--- config.mk ---
export PLATFORM = sky130hd
export DESIGN_NAME = sprite_entry_cell_expander_flat
export DESIGN_NICKNAME = d
export VERILOG_FILES = /design/src/sece_pkg.sv /design/src/sece_if.sv /design/src/sece_front.sv /design/src/sece_queue.sv /design/src/sece_back.sv /design/src/sprite_entry_cell_expander.sv /design/src/flat_wrapper.sv
export SDC_FILE = /design/constraint.sdc
export NUM_CORES = 1
export LEC_CHECK = 0
export BUFFER_PORTS_ARGS = -buffer_cell sky130_fd_sc_hd__buf_2
export CAP_MARGIN = 20
export CORE_UTILIZATION = 50
export DETAILED_ROUTE_END_ITERATION = 6
export PLACE_DENSITY = 0.72
export SLEW_MARGIN = 20
export SYNTH_ARGS = -nofsm -noshare
export SYNTH_HDL_FRONTEND = slang
export SYNTH_HIERARCHICAL = 1
export SYNTH_SLANG_ARGS = --single-unit
--- constraint.sdc ---
create_clock -name clk_i -period 6.9 [get_ports clk_i]
set_clock_uncertainty 0.05 [all_clocks]
set_input_delay 1.035 -clock clk_i [delete_from_list [all_inputs] [get_ports clk_i]]
set_output_delay 1.035 -clock clk_i [all_outputs]
set_load 0.02 [all_outputs]
--- src/sece_pkg.sv ---
`timescale 1ns / 1ps
`default_nettype none
package sece_pkg;

  localparam int unsigned QDepth = 2;
  localparam int unsigned QAw    = $clog2(QDepth);
  localparam int unsigned QCw    = $clog2(QDepth + 1);

  localparam logic [7:0] YBase    = 8'd240;
  localparam logic [9:0] XOffset  = 10'd15;
  localparam logic [8:0] YOffset  = 9'd16;
  localparam logic [5:0] TopColour = 6'h38;

  typedef struct packed {
    logic [15:0] base_tile;
    logic [8:0]  sx;
    logic [7:0]  sy;
    logic [5:0]  colour;
    logic        fx;
    logic        fy;
    logic [1:0]  pri;
    logic        top;
    logic        big;
  } entry_t;

  typedef struct packed {
    logic        push;
  } q_wr_t;

  typedef struct packed {
    logic        valid;
  } q_rd_t;

endpackage
`default_nettype wire

--- src/sece_if.sv ---
`timescale 1ns / 1ps
`default_nettype none
interface sece_entry_if;
  logic        valid;
  logic        ready;
  logic [15:0] attr_word;
  logic [15:0] pos_word;
  logic [15:0] tile_word;

  modport source (output valid, attr_word, pos_word, tile_word, input ready);
  modport sink   (input valid, attr_word, pos_word, tile_word, output ready);
endinterface

interface sece_cell_if;
  logic               valid;
  logic               ready;
  logic        [16:0] cell_tile;
  logic signed [9:0]  cell_x;
  logic signed [8:0]  cell_y;
  logic        [5:0]  cell_colour;
  logic               mirror_x;
  logic               mirror_y;
  logic        [1:0]  draw_priority;
  logic               top_palette;
  logic               last_cell;

  modport source (output valid, cell_tile, cell_x, cell_y, cell_colour, mirror_x,
                  mirror_y, draw_priority, top_palette, last_cell, input ready);
  modport sink   (input valid, cell_tile, cell_x, cell_y, cell_colour, mirror_x,
                  mirror_y, draw_priority, top_palette, last_cell, output ready);
endinterface
`default_nettype wire

--- src/sece_front.sv ---
`timescale 1ns / 1ps
`default_nettype none
module sece_front import sece_pkg::*; (
  input  logic        valid_i,
  output logic        ready_o,
  input  logic [15:0] attr_word_i,
  input  logic [15:0] pos_word_i,
  input  logic [15:0] tile_word_i,
  input  logic        full_i,
  output q_wr_t       wr_o,
  output entry_t      entry_o
);

  logic [5:0] colour;

  assign colour  = pos_word_i[14:9];
  assign ready_o = !full_i;

  always_comb begin
    wr_o.push = valid_i && !full_i;
  end

  always_comb begin
    entry_o.big       = !attr_word_i[11];
    entry_o.base_tile = attr_word_i[11] ? tile_word_i : {tile_word_i[15:2], 2'b00};
    entry_o.sx        = pos_word_i[8:0];
    entry_o.sy        = YBase - attr_word_i[7:0];
    entry_o.colour    = colour;
    entry_o.fx        = attr_word_i[14];
    entry_o.fy        = attr_word_i[15];
    entry_o.pri       = attr_word_i[13:12];
    entry_o.top       = (colour >= TopColour);
  end

endmodule
`default_nettype wire

--- src/sece_queue.sv ---
`timescale 1ns / 1ps
`default_nettype none
module sece_queue import sece_pkg::*; (
  input  logic   clk_i,
  input  logic   rst_ni,
  input  q_wr_t  wr_i,
  input  entry_t data_i,
  output logic   full_o,
  input  logic   pop_i,
  output q_rd_t  rd_o,
  output entry_t data_o
);

  entry_t         slot_q [QDepth];
  logic [QAw-1:0] wr_ptr_q, wr_ptr_d;
  logic [QAw-1:0] rd_ptr_q, rd_ptr_d;
  logic [QCw-1:0] cnt_q, cnt_d;
  logic           do_pop;

  assign full_o = (cnt_q == QCw'(QDepth));
  assign do_pop = pop_i && (cnt_q != '0);
  assign data_o = slot_q[rd_ptr_q];

  always_comb begin
    rd_o.valid = (cnt_q != '0);
  end

  always_comb begin
    wr_ptr_d = wr_ptr_q;
    rd_ptr_d = rd_ptr_q;
    cnt_d    = cnt_q;
    if (wr_i.push) begin
      wr_ptr_d = (wr_ptr_q == QAw'(QDepth - 1)) ? '0 : wr_ptr_q + 1'b1;
    end
    if (do_pop) begin
      rd_ptr_d = (rd_ptr_q == QAw'(QDepth - 1)) ? '0 : rd_ptr_q + 1'b1;
    end
    unique case ({wr_i.push, do_pop})
      2'b10:   cnt_d = cnt_q + 1'b1;
      2'b01:   cnt_d = cnt_q - 1'b1;
      default: cnt_d = cnt_q;
    endcase
  end

  always_ff @(posedge clk_i or negedge rst_ni) begin
    if (!rst_ni) begin
      wr_ptr_q <= '0;
      rd_ptr_q <= '0;
      cnt_q    <= '0;
    end else begin
      wr_ptr_q <= wr_ptr_d;
      rd_ptr_q <= rd_ptr_d;
      cnt_q    <= cnt_d;
    end
  end

  always_ff @(posedge clk_i) begin
    if (wr_i.push) begin
      slot_q[wr_ptr_q] <= data_i;
    end
  end

endmodule
`default_nettype wire

--- src/sece_back.sv ---
`timescale 1ns / 1ps
`default_nettype none
module sece_back import sece_pkg::*; (
  input  logic               clk_i,
  input  logic               rst_ni,
  input  q_rd_t              rd_i,
  input  entry_t             entry_i,
  output logic               pop_o,
  output logic               valid_o,
  input  logic               ready_i,
  output logic        [16:0] cell_tile_o,
  output logic signed [9:0]  cell_x_o,
  output logic signed [8:0]  cell_y_o,
  output logic        [5:0]  cell_colour_o,
  output logic               mirror_x_o,
  output logic               mirror_y_o,
  output logic        [1:0]  draw_priority_o,
  output logic               top_palette_o,
  output logic               last_cell_o
);

  logic [1:0] idx_q, idx_d;
  logic       valid_q, valid_d;
  logic       advance;
  logic       row, col, ec, er, last;

  logic        [16:0] tile_q, tile_d;
  logic        [9:0]  x_q, x_d;
  logic        [8:0]  y_q, y_d;
  logic        [5:0]  colour_q;
  logic               fx_q, fy_q, top_q, last_q;
  logic        [1:0]  pri_q;

  assign advance = !valid_q || ready_i;
  assign row     = entry_i.big & idx_q[1];
  assign col     = entry_i.big & idx_q[0];
  assign ec      = col ^ (entry_i.big & entry_i.fx);
  assign er      = row ^ (entry_i.big & entry_i.fy);
  assign last    = !entry_i.big || (idx_q == 2'b11);
  assign pop_o   = advance && rd_i.valid && last;

  always_comb begin
    tile_d  = {1'b0, entry_i.base_tile} + {15'd0, ec, er};
    x_d     = {1'b0, entry_i.sx} + {6'd0, col, 3'b000} - XOffset;
    y_d     = {1'b0, entry_i.sy} + {5'd0, row, 3'b000} - YOffset;
    valid_d = valid_q;
    idx_d   = idx_q;
    if (advance) begin
      valid_d = rd_i.valid;
      if (rd_i.valid) begin
        idx_d = last ? 2'b00 : idx_q + 1'b1;
      end
    end
  end

  always_ff @(posedge clk_i or negedge rst_ni) begin
    if (!rst_ni) begin
      valid_q <= 1'b0;
      idx_q   <= 2'b00;
    end else begin
      valid_q <= valid_d;
      idx_q   <= idx_d;
    end
  end

  always_ff @(posedge clk_i) begin
    if (advance && rd_i.valid) begin
      tile_q   <= tile_d;
      x_q      <= x_d;
      y_q      <= y_d;
      colour_q <= entry_i.colour;
      fx_q     <= entry_i.fx;
      fy_q     <= entry_i.fy;
      pri_q    <= entry_i.pri;
      top_q    <= entry_i.top;
      last_q   <= last;
    end
  end

  assign valid_o         = valid_q;
  assign cell_tile_o     = tile_q;
  assign cell_x_o        = signed'(x_q);
  assign cell_y_o        = signed'(y_q);
  assign cell_colour_o   = colour_q;
  assign mirror_x_o      = fx_q;
  assign mirror_y_o      = fy_q;
  assign draw_priority_o = pri_q;
  assign top_palette_o   = top_q;
  assign last_cell_o     = last_q;

endmodule
`default_nettype wire

--- src/sprite_entry_cell_expander.sv ---
// Expands one sprite entry (attribute, position and tile words) into its 8x8 cells, row
// by row and left to right, one cell per output beat. A single-cell entry gives one cell,
// a 2x2 entry four; the output channel at one cell per beat sets the pace. Entries are
// classified on entry and held in a two-deep queue, so new entries keep being accepted
// while the cell generator works or the output stalls, until the queue is full. The first
// cell of a newly accepted entry is registered in the queue, then in the output stage.
`timescale 1ns / 1ps
`default_nettype none
module sprite_entry_cell_expander import sece_pkg::*; (
  input  logic          clk_i,
  input  logic          rst_ni,
  sece_entry_if.sink    entry_i,
  sece_cell_if.source   cell_o
);

  q_wr_t  wr;
  q_rd_t  rd;
  entry_t front_entry;
  entry_t queue_entry;
  logic   full;
  logic   pop;

  sece_front u_front (
    .valid_i     (entry_i.valid),
    .ready_o     (entry_i.ready),
    .attr_word_i (entry_i.attr_word),
    .pos_word_i  (entry_i.pos_word),
    .tile_word_i (entry_i.tile_word),
    .full_i      (full),
    .wr_o        (wr),
    .entry_o     (front_entry)
  );

  sece_queue u_queue (
    .clk_i  (clk_i),
    .rst_ni (rst_ni),
    .wr_i   (wr),
    .data_i (front_entry),
    .full_o (full),
    .pop_i  (pop),
    .rd_o   (rd),
    .data_o (queue_entry)
  );

  sece_back u_back (
    .clk_i           (clk_i),
    .rst_ni          (rst_ni),
    .rd_i            (rd),
    .entry_i         (queue_entry),
    .pop_o           (pop),
    .valid_o         (cell_o.valid),
    .ready_i         (cell_o.ready),
    .cell_tile_o     (cell_o.cell_tile),
    .cell_x_o        (cell_o.cell_x),
    .cell_y_o        (cell_o.cell_y),
    .cell_colour_o   (cell_o.cell_colour),
    .mirror_x_o      (cell_o.mirror_x),
    .mirror_y_o      (cell_o.mirror_y),
    .draw_priority_o (cell_o.draw_priority),
    .top_palette_o   (cell_o.top_palette),
    .last_cell_o     (cell_o.last_cell)
  );

endmodule
`default_nettype wire

--- src/flat_wrapper.sv ---
// flat-port wrapper written by rule: the top's interface ports become plain ports
module sprite_entry_cell_expander_flat import sece_pkg::*;
  (clk_i, rst_ni, entry_i_valid, entry_i_attr_word, entry_i_pos_word, entry_i_tile_word, entry_i_ready, cell_o_valid, cell_o_cell_tile, cell_o_cell_x, cell_o_cell_y, cell_o_cell_colour, cell_o_mirror_x, cell_o_mirror_y, cell_o_draw_priority, cell_o_top_palette, cell_o_last_cell, cell_o_ready);
  sece_entry_if entry_i_i ();
  sece_cell_if cell_o_i ();
  input  logic clk_i;
  input  logic rst_ni;
  input wire logic [$bits(entry_i_i.valid)-1:0] entry_i_valid;
  input wire logic [$bits(entry_i_i.attr_word)-1:0] entry_i_attr_word;
  input wire logic [$bits(entry_i_i.pos_word)-1:0] entry_i_pos_word;
  input wire logic [$bits(entry_i_i.tile_word)-1:0] entry_i_tile_word;
  output wire logic [$bits(entry_i_i.ready)-1:0] entry_i_ready;
  output wire logic [$bits(cell_o_i.valid)-1:0] cell_o_valid;
  output wire logic [$bits(cell_o_i.cell_tile)-1:0] cell_o_cell_tile;
  output wire logic [$bits(cell_o_i.cell_x)-1:0] cell_o_cell_x;
  output wire logic [$bits(cell_o_i.cell_y)-1:0] cell_o_cell_y;
  output wire logic [$bits(cell_o_i.cell_colour)-1:0] cell_o_cell_colour;
  output wire logic [$bits(cell_o_i.mirror_x)-1:0] cell_o_mirror_x;
  output wire logic [$bits(cell_o_i.mirror_y)-1:0] cell_o_mirror_y;
  output wire logic [$bits(cell_o_i.draw_priority)-1:0] cell_o_draw_priority;
  output wire logic [$bits(cell_o_i.top_palette)-1:0] cell_o_top_palette;
  output wire logic [$bits(cell_o_i.last_cell)-1:0] cell_o_last_cell;
  input wire logic [$bits(cell_o_i.ready)-1:0] cell_o_ready;
  assign entry_i_i.valid = entry_i_valid;
  assign entry_i_i.attr_word = entry_i_attr_word;
  assign entry_i_i.pos_word = entry_i_pos_word;
  assign entry_i_i.tile_word = entry_i_tile_word;
  assign entry_i_ready = entry_i_i.ready;
  assign cell_o_valid = cell_o_i.valid;
  assign cell_o_cell_tile = cell_o_i.cell_tile;
  assign cell_o_cell_x = cell_o_i.cell_x;
  assign cell_o_cell_y = cell_o_i.cell_y;
  assign cell_o_cell_colour = cell_o_i.cell_colour;
  assign cell_o_mirror_x = cell_o_i.mirror_x;
  assign cell_o_mirror_y = cell_o_i.mirror_y;
  assign cell_o_draw_priority = cell_o_i.draw_priority;
  assign cell_o_top_palette = cell_o_i.top_palette;
  assign cell_o_last_cell = cell_o_i.last_cell;
  assign cell_o_i.ready = cell_o_ready;
  sprite_entry_cell_expander u_core (.clk_i(clk_i), .rst_ni(rst_ni), .entry_i(entry_i_i), .cell_o(cell_o_i));
endmodule
# Word level (Yosys, flattened, before mapping)
# Memory sizes are Yosys's and may differ from the RTL's.
# Cells that the tools add are included.
# totals
inputBits	52
out_inout_bits	50
ram_bits	90
elab_cells	57
reg_bits	55
memories	1
# op_classes
n_reduce_logical	13
n_eq_ne	4
bitwise	6
magnitude_cmp	1
addsub	11
mux	7
# memory_table
name	words	word_bits	read_ports	rd_clocked_by_memory_dff	write_ports	line	text
u_core.u_queue.slot_q	2	45	1	0	1	sece_queue.sv:14	entry_t slot_q [QDepth];
# ops
cell	count
16-bit by 2-bit adder with 17-bit output	1
9-bit by 4-bit adder with 10-bit output	1
10-bit by 4-bit subtractor with 10-bit output, second input constant	1
8-bit by 4-bit adder with 9-bit output	1
9-bit by 5-bit subtractor with 9-bit output, second input constant	1
8-bit subtractor, first input constant	1
2-bit == test, second input constant	3
6-bit >= comparator, second input constant	1
2-bit by 1-bit adder with 2-bit output, second input constant	2
1-bit bitwise AND	4
1-bit logical AND	4
1-bit logical NOT	4
1-bit 2-to-1 mux	4
2-bit 2-to-1 mux	2
2-bit one-hot mux with 2 select lines	1
2-bit nonzero test	2
1-bit adder, second input constant	2
2-bit by 1-bit == test with 1-bit output, second input constant	1
1-bit logical OR	2
2-bit AND reduction	1
2-bit by 1-bit subtractor with 2-bit output, second input constant	1
1-bit bitwise XOR	2

# Depth between registers and ports, before layout
# Gate-level depths: netlist (run 1).
# logic_depth
depth_word	7
mapped_depth	11
depth_no_buf	9

# By module
# Netlist (run 1), hierarchy kept.
# modules_own_cells
module	seq_area_each_um2	cells_per_inst	instances	area_each_um2
sece_queue	2802.7	157	1	3646.0
sece_back	1516.5	145	1	2187.1
sece_front	0.0	57	1	409.1

# Worst setup path before layout (run 1)
# No wires, ideal clock.
# synth_path
path_type	input -> register
from	input entry_i_valid
to	memory u_core/u_queue/slot_q[0][0] (netlist name) (enable)
setup_time_ns	0.447
path_buffers	0
stages	3
t_required_ns	6.403
slack_ns	3.201
arrival_ns	3.202
cell_sequence	nor2b_1 inv_1 nor2_1
# synth_via
elab_chain_len	3
# synth_lines
item	line	text
start: declaration	flat_wrapper.sv:8	input wire logic [$bits(entry_i_i.valid)-1:0] entry_i_valid;
1-bit logical AND	sece_front.sv:20	wr_o.push = valid_i && !full_i;
1-bit 2-to-1 mux	sece_queue.sv:58	if (wr_i.push) begin
1-bit 2-to-1 mux (not written as such)	sece_queue.sv:59	slot_q[wr_ptr_q] <= data_i;
end: declaration	sece_queue.sv:14	
# Every way passes these cells.

==> impl_metrics.csv, run 1 <==
group,metric,value,unit
global_routing,grt_use_total,15.3,%
setup_path,cp_data_arrival_time,3.47,ns
synth,synth_area_per_cell,17.4,um2
setup_path,critPathMaxFanout,28,
detailed_routing,routed_wl,9080,um
layout,drive_above_1_share,39.6,%
clock_network,hold_buffers,0,
synth,synth_flop_cell,"edfxtp_1",
power_and_ir_drop,vdd_drop_max,0.000295,V
sta,worst_pin_slew,0.879,ns
placed_design,placed_area,6620,um2
sta,fmax,298,MHz
sta,fin_crit,3.36,ns
sta,finalSetupTns,0,ns
placed_design,dp_hpwl,5920,um
global_routing,grt_pass1_vias,2970,
floorplanning,die_area,12900,um2
layout,postLayoutCellArea,7150,um2
synth,synth_compound_area_share,0.401,%
floorplanning,die_w,114,um
detailed_routing,vias,2943,
clock_network,cts.path.max_buffers,2,
setup_path,crit_type,"reg2reg",
clock_network,clk_pin_slew,0.05,ns
sta,maxSlewViolCount,0,
detailed_routing,routed_via_density,4.76,
clock_network,cts.sinks,145,
synth,synthCells,359,
layout,layout_commonest_cell,"edfxtp_1",
layout,layout_common_cells,"edfxtp_1 (138), buf_2 (97), mux2_4 (39), xnor2_1 (21), clkbuf_16 (17)",
setup_path,required,7.01,ns
setup_path,max_stage_delay,0.75,ns
clock_network,cts_max_level,4,
detailed_routing,drc_errors,0,
synth,synthAdderAreaFrac,2.12,%
clock_network,tritoncts,"done",
setup_path,reg2regPathDepth,9,
synth,synthMuxAreaShare,10.5,%
detailed_routing,ant_nets,0,
placed_design,gp_congestion,0.787,
sta,hold_violations,0,
synth,syn_area,6240,um2
synth,ys_seq_area_share,69.2,%
clock_network,cts_setup_buffers,0,
setup_path,rrSetupSlack,3.54,ns
setup_path,critPathLaunchType,"register",
setup_path,critPathBufInv,1,
synth,yosysWarnings,6,
sta,maxSlewHeadroom,41.3,%
synth,synth-xor-area-share,5.19,%
power_and_ir_drop,cellLeakagePower,0.00283,uW
layout,syn_to_final_growth,14.6,%
outcome,status,"finished, final reports clean",
sta,fin_crit_sh,48.7,%
global_routing,grt_pass1_wl,14100,um
global_routing,gr-total-overflow,0,
setup_path,crit_family,"flip-flops",
setup_path,critical_path.startpoint,"u_core/u_queue/rd_ptr_q",
setup_path,cp.depth,9,
setup_path,crit_slowest_cell,"dfrtp_2",
layout,multiInputGateArea,1540,um2
global_routing,grt_max_degree,49,
floorplanning,rows,40,
setup_path,r2r-start,"u_core/u_queue/rd_ptr_q",
synth,synth_top_family_by_area,"multiplexers",
min_path,min_path_type,"in2async",
floorplanning,die_height,114,um
layout,ff_latch_area,4320,um2
sta,rsz0062_at_grt,"false",
layout,nFillCells,951,
clock_network,cts_buffers,17,
sta,setup_viol_count_final,0,
floorplanning,core_area,12100,um2
detailed_routing,wl_per_cell,14.7,um
placed_design,io_buffers,97,
power_and_ir_drop,p_per_area,469,nW/um2
setup_path,worst_setup_path_end_kind,"register",
setup_path,cp_cell_sequence,"buf_4 -> mux2_4 -> xor2_1 -> and2_1 -> ha_1 -> a21o_1 -> and4_1 -> nand4_1 -> xnor2_1",
layout,antenna_cells,0,
synth,synth-seq-cells,145,
synth,synthArstFlopShare,4.83,%
clock_network,postCtsResizedCells,0,
clock_network,worstSkewPairLatency,0.41,ns
detailed_routing,drt_pass1_iterations,4,
clock_network,cts-root-buf,"clkbuf_16",
floorplanning,initial_utilization,51.5,%
synth,syn_nets,421,
global_routing,antenna_found_initial,1,
synth,synthSimpleGateAreaFrac,6.29,%
floorplanning,io_pins,102,
synth,synth-edff-count,138,
layout,nets,499,
flow_run,maxCapViolCount,0,
detailed_routing,drt_iter0_drc,132,
synth,synth_cell_types,36,
==> area by class of cell <==
type | count | share of cell area (%)
sequential | 145 | 60.4
multi-input combinational | 162 | 21.5
timing repair buffer | 100 | 7.10
clock buffer | 22 | 6.21
tap | 168 | 2.94
clock inverter | 10 | 1.29
inverter | 11 | 0.595
==> metal layers <==
metal	vias to the layer above	global-route usage (%)	part of all wire [%]	wire, um
met1	1428	16.0	41	3720
met3	9	6.00	4.6	418
met5	-	0	0.11	10
li1	1438	-	-	-
met4	2	7.63	1.5	133
met2	66	26.8	53	4800
==> power by group <==
part | leakage [uW] | switching, uW | total, uW | internal (uW)
Sequential | 0.00138 | 106 | 1460 | 1350
Combinational | 0.00119 | 612 | 1060 | 451
Clock | 0.000261 | 312 | 835 | 522
Total | 0.00283 | 1030 | 3350 | 2320
==> kinds of logic (layout without fill, tap and decap cells) <==
kind of cell / Yosys count / after routing
compound gates: 4 / 4
xor+xnor: 37 / 37
fa+ha+maj: 10 / 10
buf+inv: 52 / 143
flops: 145 / 145
mux: 45 / 45
simple gates: 66 / 66
==> worst paths after layout <==
kind,end
worst max register to register,u_core/u_back/cell_tile_o[15]
worst min register to register,u_core/u_queue/cnt_q[1]
min in group clk_i,u_core/u_queue/cnt_q[1]
worst max-delay path,u_core/u_back/cell_tile_o[15]
max in group asynchronous,u_core/u_queue/rd_ptr_q
worst min-delay path,u_core/u_queue/rd_ptr_q
==> synthesized netlist by cell type, drive strengths merged (4+ instances only) <==
cell / count / area share [%]
nor2: 10 / 0.60
and3: 5 / 0.50
ha: 9 / 1.8
dfrtp: 7 / 2.8
inv: 11 / 0.66
nor3: 4 / 0.40
and2: 9 / 0.94
mux2: 45 / 10
nand2: 14 / 0.84
buf: 39 / 5.6
edfxtp: 138 / 66
xnor2: 21 / 2.9
xor2: 16 / 2.2
nand4: 7 / 0.90
==> through the flow <==
stage | util (%) | hold WS, ns | setup WS [ns] | instances | total power [uW]
floorplan | - | 0.406 | 3.20 | 359 | 2320
global placement | 54.6 | 0.424 | 3.51 | 586 | 2520
detailed placement | 54.6 | 0.435 | 3.49 | 586 | 2550
CTS | 59.1 | 0.386 | 3.49 | 618 | 3400
global route | 59.1 | 0.394 | 3.34 | 618 | 3530
finish | 59.1 | 0.401 | 3.54 | 618 | 3350
==> state kept, by name, summed over array words and instances (netlist names) <==
register                       cells
u_core/u_back/cell_colour_o        6
u_core/u_back/last_cell_o          1
u_core/u_back/draw_priority_o      2
u_core/u_back/valid_o              1
u_core/u_back/cell_y_o             9
u_core/u_back/idx_q                2
u_core/u_queue/rd_ptr_q            1
u_core/u_back/cell_tile_o         17
u_core/u_back/mirror_y_o           1
u_core/u_back/top_palette_o        1
u_core/u_queue/slot_q             90
u_core/u_queue/cnt_q               2
u_core/u_queue/wr_ptr_q            1
u_core/u_back/cell_x_o            10
u_core/u_back/mirror_x_o           1
No activity file was read; power rests on OpenSTA's default activity.
==> run 2, diff against run 1 <==
--- a/config.mk
+++ b/config.mk
@@ -9,7 +9,7 @@
 export CAP_MARGIN = 20
 export CORE_UTILIZATION = 50
 export DETAILED_ROUTE_END_ITERATION = 6
-export PLACE_DENSITY = 0.72
+export PLACE_DENSITY = 0.75
 export SLEW_MARGIN = 20
 export SYNTH_ARGS = -nofsm -noshare
 export SYNTH_HDL_FRONTEND = slang
==> constraint.sdc (replaced) <==
create_clock -name clk_i -period 2.95 [get_ports clk_i]
set_clock_uncertainty 0.05 [all_clocks]
set_input_delay 0.4425 -clock clk_i [delete_from_list [all_inputs] [get_ports clk_i]]
set_output_delay 0.4425 -clock clk_i [all_outputs]
set_load 0.02 [all_outputs]
==> impl_metrics.csv, run 2 (synthesis gave the netlist of run 1 again) <==
group,metric,value,unit
global_routing,antenna_found_initial,0,
sta,fin_crit,2.59,ns
setup_path,critPathMaxFanout,6,
sta,worst_pin_slew,0.547,ns
power_and_ir_drop,finalPower,7910,uW
clock_network,cts_buffers,17,
clock_network,cts_max_level,4,
setup_path,required,3.05,ns
global_routing,grt_pass1_vias,2950,
detailed_routing,vias,2971,
min_path,min_path_type,"in2reg",
flow_run,maxCapViolCount,0,
detailed_routing,drt_pass1_iterations,4,
global_routing,grt_pass1_wl,14100,um
detailed_routing,ant_nets,0,
detailed_routing,drc_errors,0,
floorplanning,io_pins,102,
layout,nFillCells,954,
layout,layout.cells.non_filler,622,
layout,layout_common_cells,"edfxtp_1 (138), buf_2 (97), mux2_4 (39), xnor2_1 (21), clkbuf_16 (17)",
setup_path,reg2regPathDepth,9,
layout,drive_above_1_share,41.6,%
detailed_routing,routed_wl,9260,um
sta,maxSlewHeadroom,63.5,%
layout,nets,504,
floorplanning,core_area,12100,um2
power_and_ir_drop,vdd_drop_max,0.000680,V
power_and_ir_drop,p_per_area,1100,nW/um2
layout,antenna_cells,0,
min_path,hold_path_end,"u_core/u_queue/slot_q[0][28]",
setup_path,critPathLaunchType,"register",
placed_design,io_buffers,97,
sta,hold_violations,0,
outcome,status,"finished, final reports clean",
clock_network,cts-root-buf,"clkbuf_16",
clock_network,tritoncts,"done",
layout,largest_register,"u_core/u_queue/slot_q",
placed_design,dp_hpwl,6190,um
detailed_routing,wl_per_cell,14.9,um
global_routing,gr-total-overflow,0,
clock_network,cts.sinks,145,
floorplanning,die_height,114,um
clock_network,cts_setup_buffers,0,
layout,largest_reg_flops,90,
setup_path,r2r-start,"u_core/u_queue/rd_ptr_q",
clock_network,worstSkewPairLatency,0.41,ns
detailed_routing,routed_via_density,4.78,
clock_network,clk_pin_slew,0.06,ns
floorplanning,rows,40,
setup_path,r2r-end,"u_core/u_back/cell_tile_o[14]",
placed_design,gp_congestion,0.765,
floorplanning,initial_utilization,51.5,%
global_routing,grt_use_total,14.9,%
layout,layout_commonest_cell,"edfxtp_1",
floorplanning,die_area,12900,um2
floorplanning,die_w,114,um
setup_path,rrSetupSlack,0.36,ns
clock_network,hold_buffers,1,
power_and_ir_drop,cellLeakagePower,0.00285,uW
sta,fin_crit_sh,87.8,%
min_path,min-delay-start,"entry_i_pos_word[8]",
sta,setup_viol_count_final,0,
global_routing,grt_max_degree,38,
setup_path,cp_data_arrival_time,2.69,ns
placed_design,dpl.cell_count,590,
detailed_routing,drt_iter0_drc,140,
sta,fmax,386,MHz
setup_path,crit_type,"reg2reg",
sta,rsz0062_at_grt,"false",
clock_network,postCtsResizedCells,0,
setup_path,worst_setup_path_end_kind,"register",
sta,maxSlewViolCount,0,
layout,syn_to_final_growth,15.8,%
min_path,min_path_cells,1,
sta,finalSetupTns,0,ns
clock_network,cts.path.max_buffers,2,
[run 2: cell types whose count changed in the layout (fill, tap and decap cells not counted), moves of 2 or more]
cell	delta
buf_12	+2
buf_4	+2
clkbuf_1	-4
clkinv_1	-4
clkinv_2	-2
clkinv_4	+2
clkinvlp_4	+5
inv_6	+2
[run 2: worst max-delay path by stage]
| stage | from | end |
|---|---|---|
| global placement | u_core/u_queue/rd_ptr_q | u_core/u_back/cell_tile_o[12] |
| CTS | u_core/u_queue/rd_ptr_q | u_core/u_back/cell_tile_o[14] |
| finish | u_core/u_queue/rd_ptr_q | u_core/u_back/cell_tile_o[14] |
| detailed placement | u_core/u_queue/rd_ptr_q | u_core/u_back/cell_tile_o[12] |
| global route | u_core/u_queue/rd_ptr_q | u_core/u_back/cell_tile_o[14] |
| floorplan | u_core/u_queue/rd_ptr_q | u_core/u_back/cell_tile_o[12] |
[run 2: critical path: stages (launching register included)]
cell     delay [ns]
dfrtp_2        0.46
mux2_4         0.32
xor2_1         0.14
and2_1         0.16
ha_1           0.21
fa_1           0.43
and4_1         0.21
nand4_2        0.14
nor2_1         0.07
xor2_1         0.13
[run 2: layout make-up]
type	count	area [um2]	share of cell area [%]
Clock buffer	18	429	5.94
Tap cell	168	210	2.91
Inverter	11	41.3	0.571
Sequential cell	145	4320	59.8
Clock inverter	13	115	1.59
Timing Repair Buffer	105	573	7.93
Multi-Input combinational cell	162	1540	21.3
[run 2: power by group]
group          internal (uW)  switching (uW)
Sequential              3150             199
Clock                   1150             795
Combinational           1110            1510
[run 2: per-layer routing]
layer | wire, um | up-vias | GRT usage, %
li1 | - | 1443 | -
met1 | 3870 | 1447 | 17.0
met2 | 4900 | 74 | 25.7
met3 | 422 | 7 | 5.37
met4 | 77 | 0 | 5.53
met5 | 0 | - | 0
[run 2: metrics by stage]
step	cell area (um2)	hold slack [ns]	utilization, %	setup slack (ns)
2_1_floorplan	6240	0.0969	-	0.307
3_3_place_gp	6670	0.229	55.1	0.370
3_5_place_dp	6670	0.242	55.1	0.351
4_1_cts	7230	0.152	59.7	0.343
5_1_grt	7230	0.149	59.7	0.272
6_report	7230	0.171	59.7	0.359
